### config.mk
export PLATFORM = sky130hd
export DESIGN_NAME = sha256_stream_hasher
export DESIGN_NICKNAME = d
export VERILOG_FILES = /design/src/rtl/sha_pkg.sv /design/src/rtl/sha_front.sv /design/src/rtl/sha_core.sv /design/src/rtl/sha256_stream_hasher.sv
export SDC_FILE = /design/constraint.sdc
export NUM_CORES = 2
export LEC_CHECK = 0
export ABC_AREA = 1
export BUFFER_PORTS_ARGS = -buffer_cell sky130_fd_sc_hd__buf_2
export CAP_MARGIN = 20
export CELL_PAD_IN_SITES_DETAIL_PLACEMENT = 1
export CELL_PAD_IN_SITES_GLOBAL_PLACEMENT = 2
export CORE_MARGIN = 10
export CORE_UTILIZATION = 40
export DETAILED_ROUTE_END_ITERATION = 10
export HOLD_SLACK_MARGIN = 0.05
export PLACE_DENSITY_LB_ADDON = 0.1
export SYNTH_ARGS = -nofsm -noshare
export SYNTH_HDL_FRONTEND = slang
export SYNTH_SLANG_ARGS = --single-unit
export TNS_END_PERCENT = 50
### constraint.sdc
create_clock -name clk -period 9.5 [get_ports clk]
set_input_delay 1.9 -clock clk [delete_from_list [all_inputs] [get_ports clk]]
set_output_delay 1.9 -clock clk [all_outputs]
set_load 0.005 [all_outputs]
### src/rtl/sha_pkg.sv
// sha_pkg: shared types and constants for the streaming hasher
// round constants, initial hash values, front-to-back queue entry type
`timescale 1ns / 1ps
package sha_pkg;
  typedef struct packed {
    logic [7:0] data_byte;
    logic       byte_valid;
    logic       end_of_message;
  } item_t;

  localparam int unsigned QDepth = 2;

  function automatic logic [31:0] round_k(input logic [5:0] i);
    logic [31:0] k;
    unique case (i)
      6'd0: k = 32'h428a2f98; 6'd1: k = 32'h71374491; 6'd2: k = 32'hb5c0fbcf;
      6'd3: k = 32'he9b5dba5; 6'd4: k = 32'h3956c25b; 6'd5: k = 32'h59f111f1;
      6'd6: k = 32'h923f82a4; 6'd7: k = 32'hab1c5ed5; 6'd8: k = 32'hd807aa98;
      6'd9: k = 32'h12835b01; 6'd10: k = 32'h243185be; 6'd11: k = 32'h550c7dc3;
      6'd12: k = 32'h72be5d74; 6'd13: k = 32'h80deb1fe; 6'd14: k = 32'h9bdc06a7;
      6'd15: k = 32'hc19bf174; 6'd16: k = 32'he49b69c1; 6'd17: k = 32'hefbe4786;
      6'd18: k = 32'h0fc19dc6; 6'd19: k = 32'h240ca1cc; 6'd20: k = 32'h2de92c6f;
      6'd21: k = 32'h4a7484aa; 6'd22: k = 32'h5cb0a9dc; 6'd23: k = 32'h76f988da;
      6'd24: k = 32'h983e5152; 6'd25: k = 32'ha831c66d; 6'd26: k = 32'hb00327c8;
      6'd27: k = 32'hbf597fc7; 6'd28: k = 32'hc6e00bf3; 6'd29: k = 32'hd5a79147;
      6'd30: k = 32'h06ca6351; 6'd31: k = 32'h14292967; 6'd32: k = 32'h27b70a85;
      6'd33: k = 32'h2e1b2138; 6'd34: k = 32'h4d2c6dfc; 6'd35: k = 32'h53380d13;
      6'd36: k = 32'h650a7354; 6'd37: k = 32'h766a0abb; 6'd38: k = 32'h81c2c92e;
      6'd39: k = 32'h92722c85; 6'd40: k = 32'ha2bfe8a1; 6'd41: k = 32'ha81a664b;
      6'd42: k = 32'hc24b8b70; 6'd43: k = 32'hc76c51a3; 6'd44: k = 32'hd192e819;
      6'd45: k = 32'hd6990624; 6'd46: k = 32'hf40e3585; 6'd47: k = 32'h106aa070;
      6'd48: k = 32'h19a4c116; 6'd49: k = 32'h1e376c08; 6'd50: k = 32'h2748774c;
      6'd51: k = 32'h34b0bcb5; 6'd52: k = 32'h391c0cb3; 6'd53: k = 32'h4ed8aa4a;
      6'd54: k = 32'h5b9cca4f; 6'd55: k = 32'h682e6ff3; 6'd56: k = 32'h748f82ee;
      6'd57: k = 32'h78a5636f; 6'd58: k = 32'h84c87814; 6'd59: k = 32'h8cc70208;
      6'd60: k = 32'h90befffa; 6'd61: k = 32'ha4506ceb; 6'd62: k = 32'hbef9a3f7;
      default: k = 32'hc67178f2;
    endcase
    return k;
  endfunction

  function automatic logic [31:0] init_h(input logic [2:0] i);
    logic [31:0] h;
    unique case (i)
      3'd0: h = 32'h6a09e667; 3'd1: h = 32'hbb67ae85;
      3'd2: h = 32'h3c6ef372; 3'd3: h = 32'ha54ff53a;
      3'd4: h = 32'h510e527f; 3'd5: h = 32'h9b05688c;
      3'd6: h = 32'h1f83d9ab; default: h = 32'h5be0cd19;
    endcase
    return h;
  endfunction
endpackage

### src/rtl/sha_front.sv
// sha_front: accepts items and queues them for the hashing engine
// depends on sha_pkg
`timescale 1ns / 1ps
module sha_front (
  input  logic           clk,
  input  logic           rst_n,
  input  logic           in_valid,
  output logic           in_ready,
  input  sha_pkg::item_t in_item,
  output logic           q_valid,
  input  logic           q_ready,
  output sha_pkg::item_t q_item
);
  localparam int unsigned QDepth = sha_pkg::QDepth;
  localparam int unsigned PW = $clog2(QDepth);

  sha_pkg::item_t mem_r [QDepth];
  logic [PW-1:0] wp_r, rp_r;
  logic [PW:0]   cnt_r;
  logic push, pop;

  assign in_ready = (cnt_r != (PW+1)'(QDepth));
  assign q_valid  = (cnt_r != '0);
  assign q_item   = mem_r[rp_r];
  // items with neither flag carry no work and are dropped here
  assign push = in_valid && in_ready && (in_item.byte_valid || in_item.end_of_message);
  assign pop  = q_valid && q_ready;

  always_ff @(posedge clk) begin
    if (!rst_n) begin
      wp_r <= '0;
      rp_r <= '0;
      cnt_r <= '0;
    end else begin
      if (push) begin
        mem_r[wp_r] <= in_item;
        wp_r <= (wp_r == PW'(QDepth-1)) ? '0 : wp_r + 1'b1;
      end
      if (pop) rp_r <= (rp_r == PW'(QDepth-1)) ? '0 : rp_r + 1'b1;
      cnt_r <= cnt_r + (PW+1)'(push) - (PW+1)'(pop);
    end
  end

  a_no_over: assert property (@(posedge clk) disable iff (!rst_n)
    cnt_r <= (PW+1)'(QDepth)) else $error("queue overflow");
  a_cnt: assert property (@(posedge clk) disable iff (!rst_n)
    push && !pop |=> cnt_r == $past(cnt_r) + 1'b1) else $error("count slip");
  a_pop: assert property (@(posedge clk) disable iff (!rst_n)
    pop && !push |=> cnt_r == $past(cnt_r) - 1'b1) else $error("count slip");
endmodule

### src/rtl/sha_core.sv
// sha_core: byte packing, padding, 64-round compression and digest output
// depends on sha_pkg
`timescale 1ns / 1ps
module sha_core (
  input  logic           clk,
  input  logic           rst_n,
  input  logic           q_valid,
  output logic           q_ready,
  input  sha_pkg::item_t q_item,
  output logic           out_valid,
  input  logic           out_ready,
  output logic [31:0]    out_word,
  output logic [2:0]     out_index,
  output logic           out_last
);
  typedef enum logic [2:0] {S_IDLE, S_PAD, S_SCHED, S_ROUND, S_FINAL, S_OUT} state_t;

  state_t state_r;
  logic [31:0] h_r [8];
  logic [31:0] w_r [16];
  logic [31:0] v_r [8];
  logic [63:0] bits_r;
  logic [5:0]  pos_r;
  logic [6:0]  rnd_r;
  logic        padding_r;
  logic        eom_r;
  logic        len_r;
  logic [2:0]  oi_r;

  function automatic logic [31:0] rotr(input logic [31:0] x, input int n);
    return (x >> n) | (x << (32 - n));
  endfunction

  logic [31:0] s0, s1, wnew, big0, big1, ch, maj, t1, wcur;
  logic [7:0]  pb;
  logic [2:0]  lk;

  assign q_ready = (state_r == S_IDLE);
  assign wcur = w_r[0];
  always_comb begin
    s0 = rotr(w_r[1], 7) ^ rotr(w_r[1], 18) ^ (w_r[1] >> 3);
    s1 = rotr(w_r[14], 17) ^ rotr(w_r[14], 19) ^ (w_r[14] >> 10);
    wnew = w_r[0] + s0 + w_r[9] + s1;
    big1 = rotr(v_r[4], 6) ^ rotr(v_r[4], 11) ^ rotr(v_r[4], 25);
    ch = (v_r[4] & v_r[5]) ^ (~v_r[4] & v_r[6]);
    t1 = v_r[7] + big1 + ch + sha_pkg::round_k(rnd_r[5:0]) + wcur;
    big0 = rotr(v_r[0], 2) ^ rotr(v_r[0], 13) ^ rotr(v_r[0], 22);
    maj = (v_r[0] & v_r[1]) ^ (v_r[0] & v_r[2]) ^ (v_r[1] & v_r[2]);
    lk = pos_r[2:0];
    if (!len_r) pb = padding_r ? 8'h00 : 8'h80;
    else pb = bits_r[6'(63 - 8 * int'(lk)) -: 8];
  end

  // packing, padding, rounds and digest sequencing
  always_ff @(posedge clk) begin
    if (!rst_n) begin
      state_r <= S_IDLE;
      for (int i = 0; i < 8; i++) h_r[i] <= sha_pkg::init_h(3'(i));
      bits_r <= '0;
      pos_r <= '0;
      rnd_r <= '0;
      padding_r <= 1'b0;
      eom_r <= 1'b0;
      len_r <= 1'b0;
      oi_r <= '0;
      out_valid <= 1'b0;
    end else begin
      unique case (state_r)
        S_IDLE: begin
          if (q_valid) begin
            if (q_item.byte_valid) begin
              w_r[pos_r[5:2]][5'(31 - 8 * int'(pos_r[1:0])) -: 8] <= q_item.data_byte;
              bits_r <= bits_r + 64'd8;
              pos_r <= pos_r + 1'b1;
            end
            padding_r <= 1'b0;
            eom_r <= q_item.end_of_message;
            len_r <= 1'b0;
            if (q_item.byte_valid && pos_r == 6'd63) state_r <= S_SCHED;
            else if (q_item.end_of_message) state_r <= S_PAD;
            for (int i = 0; i < 8; i++) v_r[i] <= h_r[i];
          end
        end
        S_PAD: begin
          w_r[pos_r[5:2]][5'(31 - 8 * int'(pos_r[1:0])) -: 8] <= pb;
          pos_r <= pos_r + 1'b1;
          if (!len_r) padding_r <= 1'b1;
          if (!len_r && padding_r && pos_r == 6'd55 && !pb[7]) len_r <= 1'b1;
          if (!len_r && !padding_r && pos_r == 6'd55) len_r <= 1'b1;
          for (int i = 0; i < 8; i++) v_r[i] <= h_r[i];
          if (pos_r == 6'd63) state_r <= S_SCHED;
        end
        S_SCHED: state_r <= S_ROUND;
        S_ROUND: begin
          v_r[7] <= v_r[6]; v_r[6] <= v_r[5]; v_r[5] <= v_r[4];
          v_r[4] <= v_r[3] + t1;
          v_r[3] <= v_r[2]; v_r[2] <= v_r[1]; v_r[1] <= v_r[0];
          v_r[0] <= t1 + big0 + maj;
          for (int i = 0; i < 15; i++) w_r[i] <= w_r[i+1];
          w_r[15] <= wnew;
          rnd_r <= rnd_r + 1'b1;
          if (rnd_r == 7'd63) state_r <= S_FINAL;
        end
        S_FINAL: begin
          rnd_r <= '0;
          for (int i = 0; i < 8; i++) h_r[i] <= h_r[i] + v_r[i];
          for (int i = 0; i < 8; i++) v_r[i] <= h_r[i] + v_r[i];
          if (!eom_r) state_r <= S_IDLE;
          else if (len_r && pos_r == 6'd0) begin
            state_r <= S_OUT;
            out_valid <= 1'b1;
            oi_r <= '0;
          end else state_r <= S_PAD;
        end
        S_OUT: begin
          if (out_ready) begin
            oi_r <= oi_r + 1'b1;
            if (oi_r == 3'd7) begin
              out_valid <= 1'b0;
              state_r <= S_IDLE;
              for (int i = 0; i < 8; i++) h_r[i] <= sha_pkg::init_h(3'(i));
              bits_r <= '0;
              padding_r <= 1'b0;
              eom_r <= 1'b0;
              len_r <= 1'b0;
            end
          end
        end
        default: state_r <= S_IDLE;
      endcase
    end
  end

  assign out_word  = v_r[oi_r];
  assign out_index = oi_r;
  assign out_last  = (oi_r == 3'd7);

  a_out_state: assert property (@(posedge clk) disable iff (!rst_n)
    out_valid |-> state_r == S_OUT) else $error("output outside out state");
  a_rnd_idle: assert property (@(posedge clk) disable iff (!rst_n)
    state_r == S_IDLE |-> rnd_r == '0) else $error("round count not cleared");
  a_emit: assert property (@(posedge clk) disable iff (!rst_n)
    state_r == S_OUT |-> pos_r == '0) else $error("digest before block aligned");
endmodule

### src/rtl/sha256_stream_hasher.sv
// sha256_stream_hasher: top level of the byte-stream sha-256 hasher
// depends on sha_pkg, sha_front, sha_core
// channel | direction | tdata fields (low first)              | tuser
// in_     | slave     | data_byte[7:0]                         | byte_valid ; tlast=end
// out_    | master    | digest_word[31:0]                      | word_index[2:0] ; tlast
// a byte item passes through the queue into the core; a full block then runs the
// round loop (one round a cycle), end of message adds padding bytes at one
// a cycle plus one or two further compressions, then eight output words
// synchronous active-low reset restores the initial hash; out stalls hold the word
`timescale 1ns / 1ps
module sha256_stream_hasher (
  input  logic        clk,
  input  logic        rst_n,
  input  logic        in_tvalid,
  output logic        in_tready,
  input  logic [7:0]  in_tdata,   // data_byte
  input  logic        in_tuser,   // byte_valid
  input  logic        in_tlast,   // end_of_message
  output logic        out_tvalid,
  input  logic        out_tready,
  output logic [31:0] out_tdata,  // digest_word
  output logic [2:0]  out_tuser,  // word_index
  output logic        out_tlast   // last_word
);
  sha_pkg::item_t in_item, q_item;
  logic q_valid, q_ready;

  assign in_item.data_byte = in_tdata;
  assign in_item.byte_valid = in_tuser;
  assign in_item.end_of_message = in_tlast;

  sha_front u_front (
    .clk, .rst_n, .in_valid(in_tvalid), .in_ready(in_tready), .in_item,
    .q_valid, .q_ready, .q_item
  );

  sha_core u_core (
    .clk, .rst_n, .q_valid, .q_ready, .q_item,
    .out_valid(out_tvalid), .out_ready(out_tready), .out_word(out_tdata),
    .out_index(out_tuser), .out_last(out_tlast)
  );
endmodule

-- Word level (Yosys, flattened, before mapping)
Memories as Yosys holds them, arrays and structs flattened. A register that Yosys moved wholly into a read port is not among the register bits.
Index checks and enable logic that the tools add are counted.
- add/subtract/negate cells: 29
- equal/unequal tests: 21
- shift-type cells: 4
- mux-type cells: 189
- bitwise operators: 99
- reduce and logical (&&, ||, !) cells: 31
- operator list (cell ; number):
    $mux W32 ; 84
    $add A32 B32 Y32 ; 18
    $xor A32 B32 Y32 ; 9
    $mux W64 ; 4
    $and A32 B32 Y32 ; 5
    $pmux W64 S2 ; 1
    $shiftx A8 B6 Y39 ; 2
    $or A1 B1 Y1 ; 72
    $mux W1 ; 71
    $shiftx A71 B6 Y8 ; 1
    $add A64 B4 Y64 const B ; 1
    $mux W3 ; 14
    $shift A8 B6 Y39 const A ; 1
    $not A32 Y32 ; 1
    $or A10 B32 Y32 ; 1
    $or A13 B32 Y32 ; 1
    $or A14 B32 Y32 ; 1
    $or A15 B32 Y32 ; 1
    $or A19 B32 Y32 ; 1
    $or A21 B32 Y32 ; 1
    $or A25 B32 Y32 ; 1
    $or A26 B32 Y32 ; 1
    $or A30 B32 Y32 ; 1
    $or A7 B32 Y32 ; 1
    other kinds (40) ; 79
- register bits after elaboration: 91
- RAM bits: 1044
- ROM bits: 2048
- input bits: 14
- output and inout bits: 38
- logic and storage cells: 390
- memories: 5
- memory list (name ; words ; width ; read ports ; clocked after memory_dff ; write ports ; line ; RTL):
    (name not given) ; 64 ; 32 ; 1 ; 1 ; 0 ; sha_pkg.sv:15 ; unique case (i)
    u_core.w_r ; 16 ; 32 ; 16 ; 0 ; 16 ; sha_core.sv:20 ; logic [31:0] w_r [16];
    u_core.h_r ; 8 ; 32 ; 8 ; 0 ; 8 ; sha_core.sv:19 ; logic [31:0] h_r [8];
    u_core.v_r ; 8 ; 32 ; 9 ; 1 ; 8 ; sha_core.sv:21 ; logic [31:0] v_r [8];
    u_front.mem_r ; 2 ; 10 ; 1 ; 1 ; 1 ; sha_front.sv:17 ; sha_pkg::item_t mem_r [QDepth];

-- Logic depth before layout (Yosys ltp)
- depth in word-level cells: 11
- depth in mapped cells: 36

-- By module
From an unflattened synthesis, not the netlist that was laid out.
- cells, all modules: 10247
- area total of the unflattened synthesis: 80672.4 µm²
- by module, submodules not included (module ; times used ; cells an instance ; area an instance (µm²) ; sequential area each (µm²)):
    sha_core ; 1 ; 10173 ; 79645.1 ; 31209.9
    sha_front ; 1 ; 74 ; 1027.2 ; 700.7

-- Worst setup path before layout
OpenSTA, ideal clock, no wires.
- path type: input port to flip-flop
- start point: in rst_n
- end point: mem u_core.v_r[0][0], enable pin
- arrival: 5946 ps
- data required time: 8067 ps
- path slack: 2122 ps
- stages: 8
- path through: inv_2 -> nor2_4 -> inv_2 -> buf_2 -> buf_2 -> clkbuf_1 -> clkbuf_1 -> nand3_1
- RTL lines (item ; line ; RTL):
    start: declaration ; sha256_stream_hasher.sv:13 ; input logic rst_n,
    end: declaration ; sha_core.sv:21 ;

==> results.toml <==
[run_status]
outcome = "completed"

[cts]
clock_path_buffers = 3
cts_tree = "yes"
cts.htree.levels = 4
clk_pin_slew_ps = 60
clk_latency_ps = 850
postCtsHoldBufs = 0
clock-sinks = 1136
postCtsSetupBuffers = 0
cts_root_buf = "clkbuf_16"
cts-resized-gates = 0
numCtsBuffers = 143

[yosys]
syn-cell-area_sq_um = 80500
synth_warnings = 0
synth_seq_cells = 1136
ys_types = 65
synth_fp_nets = 10900
synth.yosys.seq_area_share_pct = 39.7
synth_cells = 10300
async_reset_ff_share_pct = 0
synth_area_per_cell_sq_um = 7.82
synth_ff_type = "edfxtp_1"
synth_edf_count = 916

[route]
drt_iter0_markers = 6904
wl_per_cell_um = 26.8
post_drt_via_cell_ratio = 5.71
firstDrtPassIters = 5
wirelength_um = 350000
drc = 0
via_count = 74500
antenna_left = 0

[layout]
mostFrequentLayoutCells = "nand2_1 (2514), inv_1 (1391), o21ai_0 (958)"
multi_input_area_sq_um = 41900
nNetsFinal = 10900
fin_util_pct = 44.3
area_growth_pct = 10.1
layout-drive-gt1-share_pct = 5.06
regArea_sq_um = 31900
final_common_cell = "nand2_1"
n_fill_cell = 24400

[place]
place_hpwl_um = 272000
gp_congestion = 0.978
port_buffers = 51

[grt]
grt_pass1_vias = 74500
grt.busiest_layer = "met2"
met3_usage_pct = 4.74
grt_usage_pct = 31.1
use_met1_pct = 43.3
grt_pass1_wl_um = 509000
grt_overflow = 0
grt_antenna_before_repair = 13
grt_max_degree = 212
grt_use_met2_pct = 48.5

[sta]
fin_skew_ps = 62.9
rsz0062_at_grt = "no"
fin_setup_tns_ps = 0
finalHoldViolations = 0
slew_violations = 0
post-route-period-util_pct = 82.7
worstMarginPinSlew_ps = 1400
setup_viol = 0
relSlewSlack_pct = 6.98
fmax_ghz = 0.127
finalCriticalPeriod_ps = 7860

[floorplanning]
die_y_um = 468
ios = 52
start_util_pct = 40.3
core-area_sq_um = 200000
rows = 164
dieArea_sq_um = 219000
chipWidth_um = 468

[min_path]
hp-class = "reg -> reg"
hold_depth = 1

[critical_path]
critPathMaxFanout = 8
worstSetupPathType = "reg -> reg"
arrival_ps = 8410
r2r_slack_ps = 1640
crit_required_ps = 10050
start_kind = "flip-flop"
cp-end-kind = "flip-flop"
r2r_cells = 26

[run]
cap_viol_max_count = 0
state kept, by name, indices dropped and copies added, names as in the netlist, 2 cells and up, named ones only:
signal and cells:
u_core.w_r 512, u_core.h_r 256, u_core.v_r 256, u_core.bits_r 29
u_front.mem_r 20, u_core.rnd_r 7, u_core.pos_r 6, u_core.out_index 3
u_core.state_r 3, u_front.cnt_r 2
cell families after synthesis:
family          synth area share (%)
compound gates                  15.5
xor+xnor                        4.37
flops                           39.7
fa+ha+maj                       11.0
simple gates                    20.7
mux                            0.236
buf+inv                         8.46
path summary, 6_finish.rpt:
kind                     from                 to
max reg2reg  u_core.v_r[4][3]  u_core.v_r[0][31]
min reg2reg      u_front.rp_r          flip-flop
max          u_core.v_r[4][3]  u_core.v_r[0][31]
min              u_front.rp_r          flip-flop
per-layer routing:
| metal | vias to the layer above | routed length [um] |
|---|---|---|
| met3 | 580 | 22100 |
| li1 | 34200 | - |
| met1 | 37300 | 157000 |
| met5 | - | 61 |
| met4 | 8 | 16700 |
| met2 | 2386 | 154000 |
synth_stat cells (5+ instances only):
library cell,number,area share [%]
buf_2,52,0.32
edfxtp_1,916,34
a22oi_1,14,0.13
nor4_1,31,0.24
mux2i_1,19,0.24
o21ai_0,959,6.0
nand3_1,418,2.6
dfxtp_1,220,5.5
clkbuf_1,277,1.3
o22ai_1,9,0.070
o21a_1,41,0.38
a221oi_1,35,0.38
o211a_1,6,0.075
nand2_2,6,0.047
nor2_2,10,0.078
or2_2,37,0.29
nor2_1,871,4.1
o211ai_1,66,0.62
nor3_1,87,0.54
inv_2,21,0.098
a31oi_1,90,0.70
buf_1,34,0.16
inv_1,1393,6.5
o221ai_1,25,0.27
clkinv_1,6,0.028
a21oi_1,744,4.6
nor3b_1,5,0.047
a31o_2,9,0.098
a21boi_0,31,0.29
xor2_1,223,2.4
o21bai_1,51,0.48
nand4_1,102,0.79
ha_1,398,6.2
fa_1,195,4.9
nand2_1,2517,12
a211oi_1,24,0.22
o21ai_1,49,0.30
nand3b_1,19,0.18
xnor2_1,178,1.9
a21o_1,54,0.50
o31ai_1,6,0.056
final cells by class:
cell class | instances | share of cell area [%]
well taps | 2656 | 3.75
inverters | 1420 | 6.03
multi-input cells | 7368 | 47.2
repair buffers | 197 | 1.52
clock buffers | 176 | 4.25
diodes | 6 | 0.0169
clock inverters | 87 | 1.18
flip-flops and latches | 1136 | 36.0
worst max-delay path, cell delays in order (launching register included):
cell,delay (ps)
edfxtp_1,550
o21ai_0,700
fa_1,540
fa_1,470
ha_1,390
nand3_1,90
nand2_1,140
nand4_1,90
nand2_1,180
a21oi_1,140
o21bai_1,290
a21oi_1,140
xnor2_1,990
inv_1,140
fa_1,550
inv_1,50
ha_1,370
a21oi_1,200
a21boi_0,430
nand2_1,200
o21bai_1,320
a21oi_1,250
nand3_1,100
nand3_1,110
nand2_1,60
nand2_1,50
nand2_1,50
through the flow:
| step | instances | area [sq um] | hold WS [ps] | worst slack, ps |
|---|---|---|---|---|
| CTS | 13000 | 88400 | 465 | 1810 |
| floorplan | 10300 | 80500 | 425 | 2120 |
| finish | 13000 | 88600 | 460 | 1640 |
| global placement | 12700 | 83500 | 436 | 1840 |
| detailed placement | 12700 | 83600 | 457 | 1850 |
| global route | 13000 | 88600 | 488 | 1360 |
Power is left out: the tool's default activity adds up to more than one toggle a clock period on the data nets, which glitch-free logic cannot reach.
